--- config.mk ---
export PLATFORM = sky130hd
export DESIGN_NAME = websocket_frame_decoder
export DESIGN_NICKNAME = d
export VERILOG_FILES = /design/src/design/wsfd_pkg.sv /design/src/design/wsfd_core.sv /design/src/design/websocket_frame_decoder.sv
export VERILOG_INCLUDE_DIRS = /design/src /design/src/design
export SDC_FILE = /design/constraint.sdc
export NUM_CORES = 1
export LEC_CHECK = 0
export BUFFER_PORTS_ARGS = -buffer_cell sky130_fd_sc_hd__buf_2
export CAP_MARGIN = 20
export CORE_ASPECT_RATIO = 0.5
export CORE_MARGIN = 3
export CORE_UTILIZATION = 25
export CTS_CLUSTER_SIZE = 28
export DETAILED_ROUTE_END_ITERATION = 12
export GPL_ROUTABILITY_DRIVEN = 0
export SLEW_MARGIN = 20
export SYNTH_ARGS = -nofsm -noshare
export SYNTH_HDL_FRONTEND = slang
export SYNTH_SLANG_ARGS = --single-unit
--- constraint.sdc ---
create_clock -name clk_i -period 6.3 [get_ports clk_i]
set_input_delay 0.315 -clock clk_i [delete_from_list [all_inputs] [get_ports clk_i]]
set_output_delay 0.315 -clock clk_i [all_outputs]
set_load 0.03 [all_outputs]
--- src/design/websocket_frame_decoder_assert.svh ---
// Assertion helpers for the frame decoder, sampled on the rising clock edge
// with reset held off.
`ifndef WEBSOCKET_FRAME_DECODER_ASSERT_SVH
`define WEBSOCKET_FRAME_DECODER_ASSERT_SVH

// Property holds at every edge outside reset.
`define WSFD_ASSERT(lbl, prop, msg) \
  lbl: assert property (@(posedge clk_i) disable iff (!rst_ni) (prop)) else $error(msg);

// Condition in one cycle implies consequence in the next.
`define WSFD_ASSERT_NEXT(lbl, ante, cons, msg) \
  lbl: assert property (@(posedge clk_i) disable iff (!rst_ni) (ante) |=> (cons)) else $error(msg);

`endif

--- src/design/wsfd_pkg.sv ---
package wsfd_pkg;

  typedef enum logic [5:0] {
    PH_FIRST   = 6'b000001,
    PH_SECOND  = 6'b000010,
    PH_EXTLEN  = 6'b000100,
    PH_MASK    = 6'b001000,
    PH_PAYLOAD = 6'b010000,
    PH_DONE    = 6'b100000
  } phase_e;

  typedef enum logic [1:0] {
    ST_PAYLOAD   = 2'd0,
    ST_EMPTY     = 2'd1,
    ST_TRUNCATED = 2'd2
  } status_e;

  typedef struct packed {
    logic [7:0] data;
    logic       final_flag;
    logic [3:0] opcode;
    status_e    status;
    logic       eof;
  } result_t;

  localparam logic [6:0] LEN16_CODE  = 7'd126;
  localparam logic [6:0] LEN64_CODE  = 7'd127;
  localparam logic [3:0] EXT16_BYTES = 4'd2;
  localparam logic [3:0] EXT64_BYTES = 4'd8;
  localparam logic [1:0] MASK_LAST   = 2'd3;

endpackage

--- src/design/wsfd_core.sv ---
module wsfd_core (
  input  logic              clk_i,
  input  logic              rst_ni,
  input  logic              step_i,
  input  logic [7:0]        byte_i,
  input  logic              last_i,
  output logic              res_valid_o,
  output wsfd_pkg::result_t res_o
);

  wsfd_pkg::phase_e phase_q, phase_d;
  logic        final_q, final_d;
  logic [3:0]  opcode_q, opcode_d;
  logic        masked_q, masked_d;
  logic [63:0] len_q, len_d;
  logic [3:0]  ext_q, ext_d;
  logic [31:0] word_q, word_d;
  logic [1:0]  idx_q, idx_d;
  logic [63:0] rem_q, rem_d;

  logic        empty_done;
  logic        complete;
  logic        produce;
  logic        pay_eof;
  logic [7:0]  key;
  logic [63:0] acc;
  logic [63:0] rem_dec;
  logic [3:0]  ext_dec;
  logic [6:0]  len7;

  assign len7    = byte_i[6:0];
  assign acc     = {len_q[55:0], byte_i};
  assign rem_dec = rem_q - 64'd1;
  assign ext_dec = ext_q - 4'd1;

  always_comb begin
    case (idx_q)
      2'd0:    key = word_q[31:24];
      2'd1:    key = word_q[23:16];
      2'd2:    key = word_q[15:8];
      default: key = word_q[7:0];
    endcase
    if (!masked_q) begin
      key = 8'd0;
    end
  end

  always_comb begin
    phase_d    = phase_q;
    final_d    = final_q;
    opcode_d   = opcode_q;
    masked_d   = masked_q;
    len_d      = len_q;
    ext_d      = ext_q;
    word_d     = word_q;
    idx_d      = idx_q;
    rem_d      = rem_q;
    empty_done = 1'b0;
    complete   = 1'b0;
    produce    = 1'b0;
    pay_eof    = 1'b0;

    unique case (phase_q)
      wsfd_pkg::PH_FIRST: begin
        final_d  = byte_i[7];
        opcode_d = byte_i[3:0];
        phase_d  = wsfd_pkg::PH_SECOND;
      end
      wsfd_pkg::PH_SECOND: begin
        masked_d = byte_i[7];
        len_d    = 64'd0;
        if (len7 == wsfd_pkg::LEN16_CODE) begin
          ext_d   = wsfd_pkg::EXT16_BYTES;
          phase_d = wsfd_pkg::PH_EXTLEN;
        end else if (len7 == wsfd_pkg::LEN64_CODE) begin
          ext_d   = wsfd_pkg::EXT64_BYTES;
          phase_d = wsfd_pkg::PH_EXTLEN;
        end else begin
          rem_d = {57'd0, len7};
          idx_d = 2'd0;
          if (byte_i[7]) begin
            word_d  = 32'd0;
            phase_d = wsfd_pkg::PH_MASK;
          end else if (len7 == 7'd0) begin
            phase_d    = wsfd_pkg::PH_DONE;
            empty_done = 1'b1;
          end else begin
            phase_d = wsfd_pkg::PH_PAYLOAD;
          end
        end
      end
      wsfd_pkg::PH_EXTLEN: begin
        len_d = acc;
        ext_d = ext_dec;
        if (ext_dec == 4'd0) begin
          rem_d = acc;
          idx_d = 2'd0;
          if (masked_q) begin
            word_d  = 32'd0;
            phase_d = wsfd_pkg::PH_MASK;
          end else if (acc == 64'd0) begin
            phase_d    = wsfd_pkg::PH_DONE;
            empty_done = 1'b1;
          end else begin
            phase_d = wsfd_pkg::PH_PAYLOAD;
          end
        end
      end
      wsfd_pkg::PH_MASK: begin
        word_d = {word_q[23:0], byte_i};
        idx_d  = idx_q + 2'd1;
        if (idx_q == wsfd_pkg::MASK_LAST) begin
          if (rem_q == 64'd0) begin
            phase_d    = wsfd_pkg::PH_DONE;
            empty_done = 1'b1;
          end else begin
            phase_d = wsfd_pkg::PH_PAYLOAD;
          end
        end
      end
      wsfd_pkg::PH_PAYLOAD: begin
        idx_d = idx_q + 2'd1;
        rem_d = rem_dec;
        if (rem_dec == 64'd0) begin
          complete = 1'b1;
          phase_d  = wsfd_pkg::PH_DONE;
          produce  = 1'b1;
          pay_eof  = 1'b1;
        end else if (!last_i) begin
          produce = 1'b1;
        end
      end
      wsfd_pkg::PH_DONE: begin
        complete = 1'b1;
      end
      default: begin
        complete = 1'b1;
        phase_d  = wsfd_pkg::PH_FIRST;
      end
    endcase

    res_o.data       = byte_i ^ key;
    res_o.final_flag = final_d;
    res_o.opcode     = opcode_d;
    res_o.status     = wsfd_pkg::ST_PAYLOAD;
    res_o.eof        = pay_eof;

    if (empty_done) begin
      complete     = 1'b1;
      produce      = 1'b1;
      res_o.data   = 8'd0;
      res_o.status = wsfd_pkg::ST_EMPTY;
      res_o.eof    = 1'b1;
    end

    // buffer ran out before the frame did
    if (last_i) begin
      if (!complete && phase_d != wsfd_pkg::PH_DONE) begin
        produce      = 1'b1;
        res_o.data   = 8'd0;
        res_o.status = wsfd_pkg::ST_TRUNCATED;
        res_o.eof    = 1'b1;
      end
      phase_d = wsfd_pkg::PH_FIRST;
    end
  end

  assign res_valid_o = step_i && produce;

  always_ff @(posedge clk_i or negedge rst_ni) begin
    if (!rst_ni) begin
      phase_q  <= wsfd_pkg::PH_FIRST;
      final_q  <= 1'b0;
      opcode_q <= 4'd0;
      masked_q <= 1'b0;
      len_q    <= 64'd0;
      ext_q    <= 4'd0;
      word_q   <= 32'd0;
      idx_q    <= 2'd0;
      rem_q    <= 64'd0;
    end else if (step_i) begin
      phase_q  <= phase_d;
      final_q  <= final_d;
      opcode_q <= opcode_d;
      masked_q <= masked_d;
      len_q    <= len_d;
      ext_q    <= ext_d;
      word_q   <= word_d;
      idx_q    <= idx_d;
      rem_q    <= rem_d;
    end
  end

endmodule

--- src/design/websocket_frame_decoder.sv ---
// A byte taken into the parse stage gets its result, if any, registered in the output
// stage when the parse stage advances. Throughput: one byte per cycle unless out_stall_i
// holds the output; the parse stage's 64-bit remaining-length decrement and zero compare
// set the cycle time. Reset (rst_ni, asynchronous, active low) empties both stages and
// returns the parser to waiting for the first header byte with all header fields cleared.
module websocket_frame_decoder (
  input  logic       clk_i,
  input  logic       rst_ni,
  input  logic       in_valid_i,
  output logic       in_stall_o,
  input  logic [7:0] data_byte_i,
  input  logic       end_of_buffer_i,
  output logic       out_valid_o,
  input  logic       out_stall_i,
  output logic [7:0] data_out_o,
  output logic       final_flag_o,
  output logic [3:0] frame_opcode_o,
  output logic [1:0] status_o,
  output logic       end_of_frame_o
);

  logic              s1_valid_q;
  logic [7:0]        s1_byte_q;
  logic              s1_last_q;
  logic              out_valid_q;
  wsfd_pkg::result_t out_q;
  wsfd_pkg::result_t res;
  logic              res_valid;
  logic              advance;
  logic              in_take;

  // parse stage moves on whenever the result register is free or draining
  assign advance    = s1_valid_q && (!out_valid_q || !out_stall_i);
  assign in_stall_o = s1_valid_q && !advance;
  assign in_take    = in_valid_i && !in_stall_o;

  always_ff @(posedge clk_i or negedge rst_ni) begin
    if (!rst_ni) begin
      s1_valid_q <= 1'b0;
    end else if (in_take) begin
      s1_valid_q <= 1'b1;
    end else if (advance) begin
      s1_valid_q <= 1'b0;
    end
  end

  always_ff @(posedge clk_i) begin
    if (in_take) begin
      s1_byte_q <= data_byte_i;
      s1_last_q <= end_of_buffer_i;
    end
  end

  wsfd_core u_core (
    .clk_i      (clk_i),
    .rst_ni     (rst_ni),
    .step_i     (advance),
    .byte_i     (s1_byte_q),
    .last_i     (s1_last_q),
    .res_valid_o(res_valid),
    .res_o      (res)
  );

  always_ff @(posedge clk_i or negedge rst_ni) begin
    if (!rst_ni) begin
      out_valid_q <= 1'b0;
    end else if (advance) begin
      out_valid_q <= res_valid;
    end else if (!out_stall_i) begin
      out_valid_q <= 1'b0;
    end
  end

  always_ff @(posedge clk_i) begin
    if (advance && res_valid) begin
      out_q <= res;
    end
  end

  assign out_valid_o    = out_valid_q;
  assign data_out_o     = out_q.data;
  assign final_flag_o   = out_q.final_flag;
  assign frame_opcode_o = out_q.opcode;
  assign status_o       = out_q.status;
  assign end_of_frame_o = out_q.eof;

`include "websocket_frame_decoder_assert.svh"

  `WSFD_ASSERT(a_status_zero_data, !(out_valid_o && status_o != wsfd_pkg::ST_PAYLOAD) || (data_out_o == 8'd0 && end_of_frame_o), "status request carries data or lacks end of frame")
  `WSFD_ASSERT(a_stall_only_full, !in_stall_o || (s1_valid_q && out_valid_o && out_stall_i), "input stalled with room downstream")
  `WSFD_ASSERT_NEXT(a_result_lands, advance && res_valid, out_valid_o, "parsed result did not reach the output register")

endmodule

[After elaboration in Yosys (flattened, before gate mapping)]
Cells that the tools add are included.
Storage, ports and cells
  register bits: 197
  bits in latches: 0
  RAM bits: 0
  ROM bits: 0
  bits of input ports: 13
  output and inout port bits: 18
  word-level logic and storage cells: 136
  memories kept: 0
Cells by class
  $add $sub $neg: 3
  $mul: 0
  div/mod/pow operators: 0
  $lt $le $gt $ge: 0
  eq/ne operators: 19
  shift operators: 0
  multiplexer cells: 64
  bitwise gates (word level): 1
  reduce and logical (&&, ||, !) cells: 31
Operator list (number)
  64-bit zero test: 3
  64-bit two-way mux: 3
  64-bit one-hot mux with 3 select lines: 1
  32-bit two-way mux: 5
  56-bit one-hot mux with 2 select lines: 1
  32-bit one-hot mux with 3 select lines: 1
  6-bit two-way mux: 11
  64-bit by 1-bit subtractor with 64-bit output, second input constant: 1
  6-bit one-hot mux with 6 select lines: 1
  8-bit two-way mux: 4
  8-bit one-hot mux with 3 select lines: 1
  1-bit two-way mux: 23
  7-bit equality test, second input constant: 2
  4-bit two-way mux: 3
  5-bit AND reduction: 2
  3-bit nonzero test: 3
  2-bit two-way mux: 4
  4-bit one-hot mux with 2 select lines: 1
  8-bit XOR: 1
  7-bit zero test: 1
  7-bit AND reduction: 1
  6-bit by 1-bit equality test with 1-bit output, second input constant: 1
  6-bit by 2-bit equality test with 1-bit output, second input constant: 1
  6-bit by 3-bit equality test with 1-bit output, second input constant: 1
  25 further kinds: 42

[Depth between registers and ports, before layout]
  depth in word-level cells: 13
  mapped depth: 13
  mapped depth without buffers: 11

[Cells and area by module]
From an unflattened synthesis, not the netlist that was laid out.
Second synthesis, totals
  cell total of the unflattened synthesis: 1200
  area, all modules: 10710.3 µm²
By module, submodules not included
  wsfd_core: times used 1, cells each 1164, area each 9860.7 µm², sequential area each 4255.3 µm²
  websocket_frame_decoder: times used 1, cells each 36, area each 849.6 µm², sequential area each 800.8 µm²

[Least setup slack after synthesis]
OpenSTA, ideal clock, no wires.
  kind: reg-to-reg
  start: reg u_core.rem_q[0]
  end: reg out_q, in the netlist data_out_o[0] (enable)
  setup time: 394 ps
  data arrival time: 3128 ps
  data required time: 5906 ps
  setup slack: 2778 ps
  cell stages (with the launch flop): 10
  path buffers: 1
  period minus slack after synthesis: 3522 ps
  path through: dfrtp_1 inv_1 ha_1 nor3b_1 nand4_1 clkbuf_1 nor2_1 nand4_1 o311a_1 a21oi_1
Between the ends
  word-level cells in the longest chain between the ends: 11
  elaborated cells on any way between the ends: 23
  classes of those cells: add/sub: 1; eq/ne: 1; mux: 15; reduce/logical: 6
RTL lines
  from (decl): RTL line wsfd_core.sv:19  | logic [63:0] rem_q, rem_d;
  from (signal assigned): RTL line wsfd_core.sv:190  | rem_q <= rem_d;
  parallel branches: the longest is 8 deep, another holds 64-bit by 1-bit subtractor with 64-bit output
  1-bit two-way mux *: RTL line wsfd_core.sv:157  | if (last_i) begin
  1-bit logical AND *: RTL line wsfd_core.sv:168  | assign res_valid_o = step_i && produce;
  1-bit logical AND *: RTL line websocket_frame_decoder.sv:75  | if (advance && res_valid) begin
  to (signal assigned): RTL line websocket_frame_decoder.sv:76  | out_q <= res;
  to (decl): RTL line websocket_frame_decoder.sv:26  | wsfd_pkg::result_t out_q;
Mark *: on every way between the ends.
A chain may end at the register's enable or synchronous reset.

==> impl_results.md <==
- Status: complete, no violations
- Vias post-DR: 9,665
- Slew HR: between 30% and 40%
- Final Cycle Share: approximately three quarters
- Comb pwr share: between 20% and 30%
- Placed wire-length estimate: ~23,000 um
- DR WL/cell: about 19 um
- Leak: about 0.0048 uW
- Min cycle time layout: 4650 ps
- Clock Sink Count: roughly 200
- Pin slew with the least headroom to its limit: between 1000 and 1500 ps
- Post-cts resize count: 0
- Clk pwr share: between 30% and 40%
- Setup Total Neg Slack: 0 ps
- P_sw: 1280 uW
- Initial antenna violation count: 1
- Seq/Total Area, Yosys: a little under half
- GR Util All Layers: between 10 and 15%
- Critical Path Start Type: flop
- Starting density of the core: roughly 26%
- Number of flops mapped to enable cells by yosys: 25
- Synth Register Bits: 197
- Peak supply drop: 0.159 mV
- Mapped cell area: between 10,000 and 15,000 um^2
- First-pass GRT wire length: approximately 53,000 um
- Initial drt markers: around 1,200
- Arr. time, crit path: roughly 5000 ps
- CTS H-Tree Depth: 4
- Num CTS Buffers: 17
- RSZ-0062 raised after global routing: false
- Most frequent CP cell: nand4_1
- Die area: between 40,000 and 50,000 um^2
- Synth Net Count: 1,237
- Slowest CP cell: nand4_1
- Crit path capture type: flop
- Crit-path max FO: 21
- Ys async rst share: 87.3%
- TritonCTS clock tree: yes
- Rows: 53
- Vias in the first global route: 8,946
- CP cell instances: inv_1, ha_1, nor3b_1, nand4_1, o31ai_1, nand4_1, nor4_1, nor4bb_1, nand4_1, o21ba_1, nor3_2
- Clock slew at reported path FFs: 80 ps
- Power density cells: 293 nW/um^2
- Worst skew pair latency: ~450 ps
- Core box area: approximately 42,000 um^2
- IO Pins: 31
- Met2 wire len: between 10,000 and 15,000 um
- Chip height: about 150 um
- Met3 wire len: between 2000 and 3000 um
- Post-route ant nets: 0
- Unique masters post-synth: 72
- Via density: around 5.4
- Slew Limit Fails: 0
- Port Buffers: 30
- Max-Cap Viols: 0
- Final wirelength: approximately 34,000 um
- Global route overflow: 0
- Flop pwr share: a little over two fifths
- CTS Buffer Depth: 2
- Highest metal used: met5
- HP Class: input pin to flop
- Kind of critical path: flop to flop
- Dpl cell area: around 12,000 um^2
- Most used DFF post-synth: dfrtp_1
- Area delta synth->final: 12.1%
- Mean Syn Cell Area: a little under 9 um^2
- Sw Ratio: between 30% and 40%
- Final Hold Viols: 0
- Int Pwr: ~2300 uW
- Final Instance Area: around 12,000 um^2
- Dominant delay contributor by cell family on the critical path: simple AND/OR/NAND/NOR gates
- N_diodes: 0
- Pre-Repair DR Iteration Count: 5
- Critical path's largest stage delay: between 700 and 800 ps
- Clock Skew: roughly 14 ps
- Die Wd: 301 um
- Final nets: 1,214
- Largest net degree at the start of global routing: just over 90
- CP required: 6600 ps
- YS warnings: 0
- Layout cells sized above 1: under 10%
- Root Buffer Master: clkbuf_16
- # setup viols final: 0
- Bufs and invs on worst path: 1
- Fmax: ~0.21 GHz
- Post-synthesis cell count: 1,216
- Wl on met1: roughly 16,000 um
- Residual DRC: 0
==> state kept, by name, indices dropped and copies added, names as in the netlist, 4 cells and up <==
name	flops
u_core.phase_q	6
frame_opcode_o	4
u_core.rem_q	64
u_core.len_q	56
u_core.ext_q	4
data_out_o	8
s1_byte_q	8
u_core.word_q	32
u_core.opcode_q	4
==> repair_timing <==
action	CTS	global route
hold buffers	1	0
endpoints found under the hold margin	67	0
buffers inserted	0	0
endpoints found under the setup margin	0	0
==> synthesized netlist by cell type (17+ instances only) <==
master / count / area share [%]
a21oi_1: 70 / 3.2
a22o_1: 57 / 4.6
clkbuf_1: 72 / 2.5
dfrtp_1: 171 / 39
edfxtp_1: 25 / 6.9
inv_1: 17 / 0.59
nand2_1: 147 / 5.1
nand3_1: 26 / 1.2
nand4_1: 26 / 1.5
nor2_1: 86 / 3.0
nor3_1: 52 / 2.4
nor4_1: 54 / 3.1
o21ai_0: 165 / 7.6
or3_1: 23 / 1.3
xnor2_1: 17 / 1.4
==> layout make-up <==
cell class / count / area (um^2)
Inverter: 17 / 63.8
Timing Repair Buffer: 46 / 299
Sequential cell: 197 / 5060
Multi-Input combinational cell: 914 / 5400
Clock buffer: 17 / 425
Tap cell: 577 / 722
Fill cell: 4513 / 30300
Clock inverter: 15 / 196
==> worst register-to-register path, stage by stage, from the launching register on <==
cell,delay [ps]
dfrtp_1,460
inv_1,110
ha_1,250
nor3b_1,460
nand4_1,780
o31ai_1,500
nand4_1,150
nor4_1,430
nor4bb_1,380
nand4_1,300
o21ba_1,440
nor3_2,240
==> final timing paths <==
check	slack, ps	to	depth (start not counted)	startpoint
max	1650	data_out_o[7]	11	u_core.rem_q[0]
min	40	s1_byte_q[7]	1	data_byte_i[7]
max reg2reg	1650	data_out_o[7]	11	u_core.rem_q[0]
min reg2reg	480	u_core.word_q[30]	2	u_core.word_q[30]
max in group asynchronous	4680	u_core.len_q[9]	3	rst_ni
min in group asynchronous	430	u_core.word_q[17]	2	rst_ni
==> metal layers <==
metal / vias to the layer above / GRT usage (%)
met5: - / 0
met4: 2 / 4.35
met3: 62 / 2.70
met2: 407 / 21.1
met1: 4703 / 21.7
li1: 4491 / -
==> metrics by stage <==
stage          power [uW]  utilization (%)  hold slack, ps  std cells  setup slack, ps
2_1_floorplan        2150                -            19.4       1216             2780
3_3_place_gp         2400             27.1             370       1749             1810
3_5_place_dp         2400             27.1             372       1749             1800
4_1_cts              3560             28.6            22.2       1782             1770
5_1_grt              3740             28.7            19.9       1783             1300
6_report             3560             28.7            39.0       1783             1650
==> power by group through the flow <==
stage | Clock (uW) | Combinational [uW] | Sequential [uW]
floorplan | 0 | 592 | 1560
global placement | 0 | 834 | 1560
detailed placement | 0 | 836 | 1570
CTS | 1180 | 838 | 1540
global route | 1240 | 940 | 1560
finish | 1160 | 857 | 1540
==> cells by family after synthesis <==
family          share of synthesized area [%]
compound gates                           21.9
xor+xnor                                 2.42
fa+ha+maj                               0.923
buf+inv                                  3.87
flops                                    46.6
mux                                     0.600
simple gates                             23.7
==> cell usage in the layout, fill, tap and decap left out, drive strengths merged, types with 4 or more instances in the layout <==
cell type | Yosys | routed
and3 | 4 | 4
a31oi | 10 | 10
xor2 | 13 | 13
o31ai | 10 | 10
or3 | 23 | 23
xnor2 | 17 | 17
a22o | 57 | 57
dfrtp | 171 | 171
or2 | 8 | 8
nand2b | 6 | 6
a22oi | 9 | 9
nor2 | 86 | 86
buf | 16 | 45
inv | 17 | 22
a222oi | 8 | 8
clkinv | 0 | 7
and2 | 7 | 7
nand3b | 5 | 5
o21ai | 166 | 166
nor4 | 59 | 59
or4 | 11 | 11
nand4 | 26 | 26
nand3 | 26 | 26
nand2 | 148 | 148
a21oi | 70 | 70
a32oi | 8 | 8
clkbuf | 72 | 17
edfxtp | 25 | 25
o22ai | 4 | 4
and4 | 5 | 5
nand4b | 5 | 5
mux2 | 4 | 4
nor3 | 62 | 62
ha | 8 | 8
No activity file was read; power rests on OpenSTA's default activity.
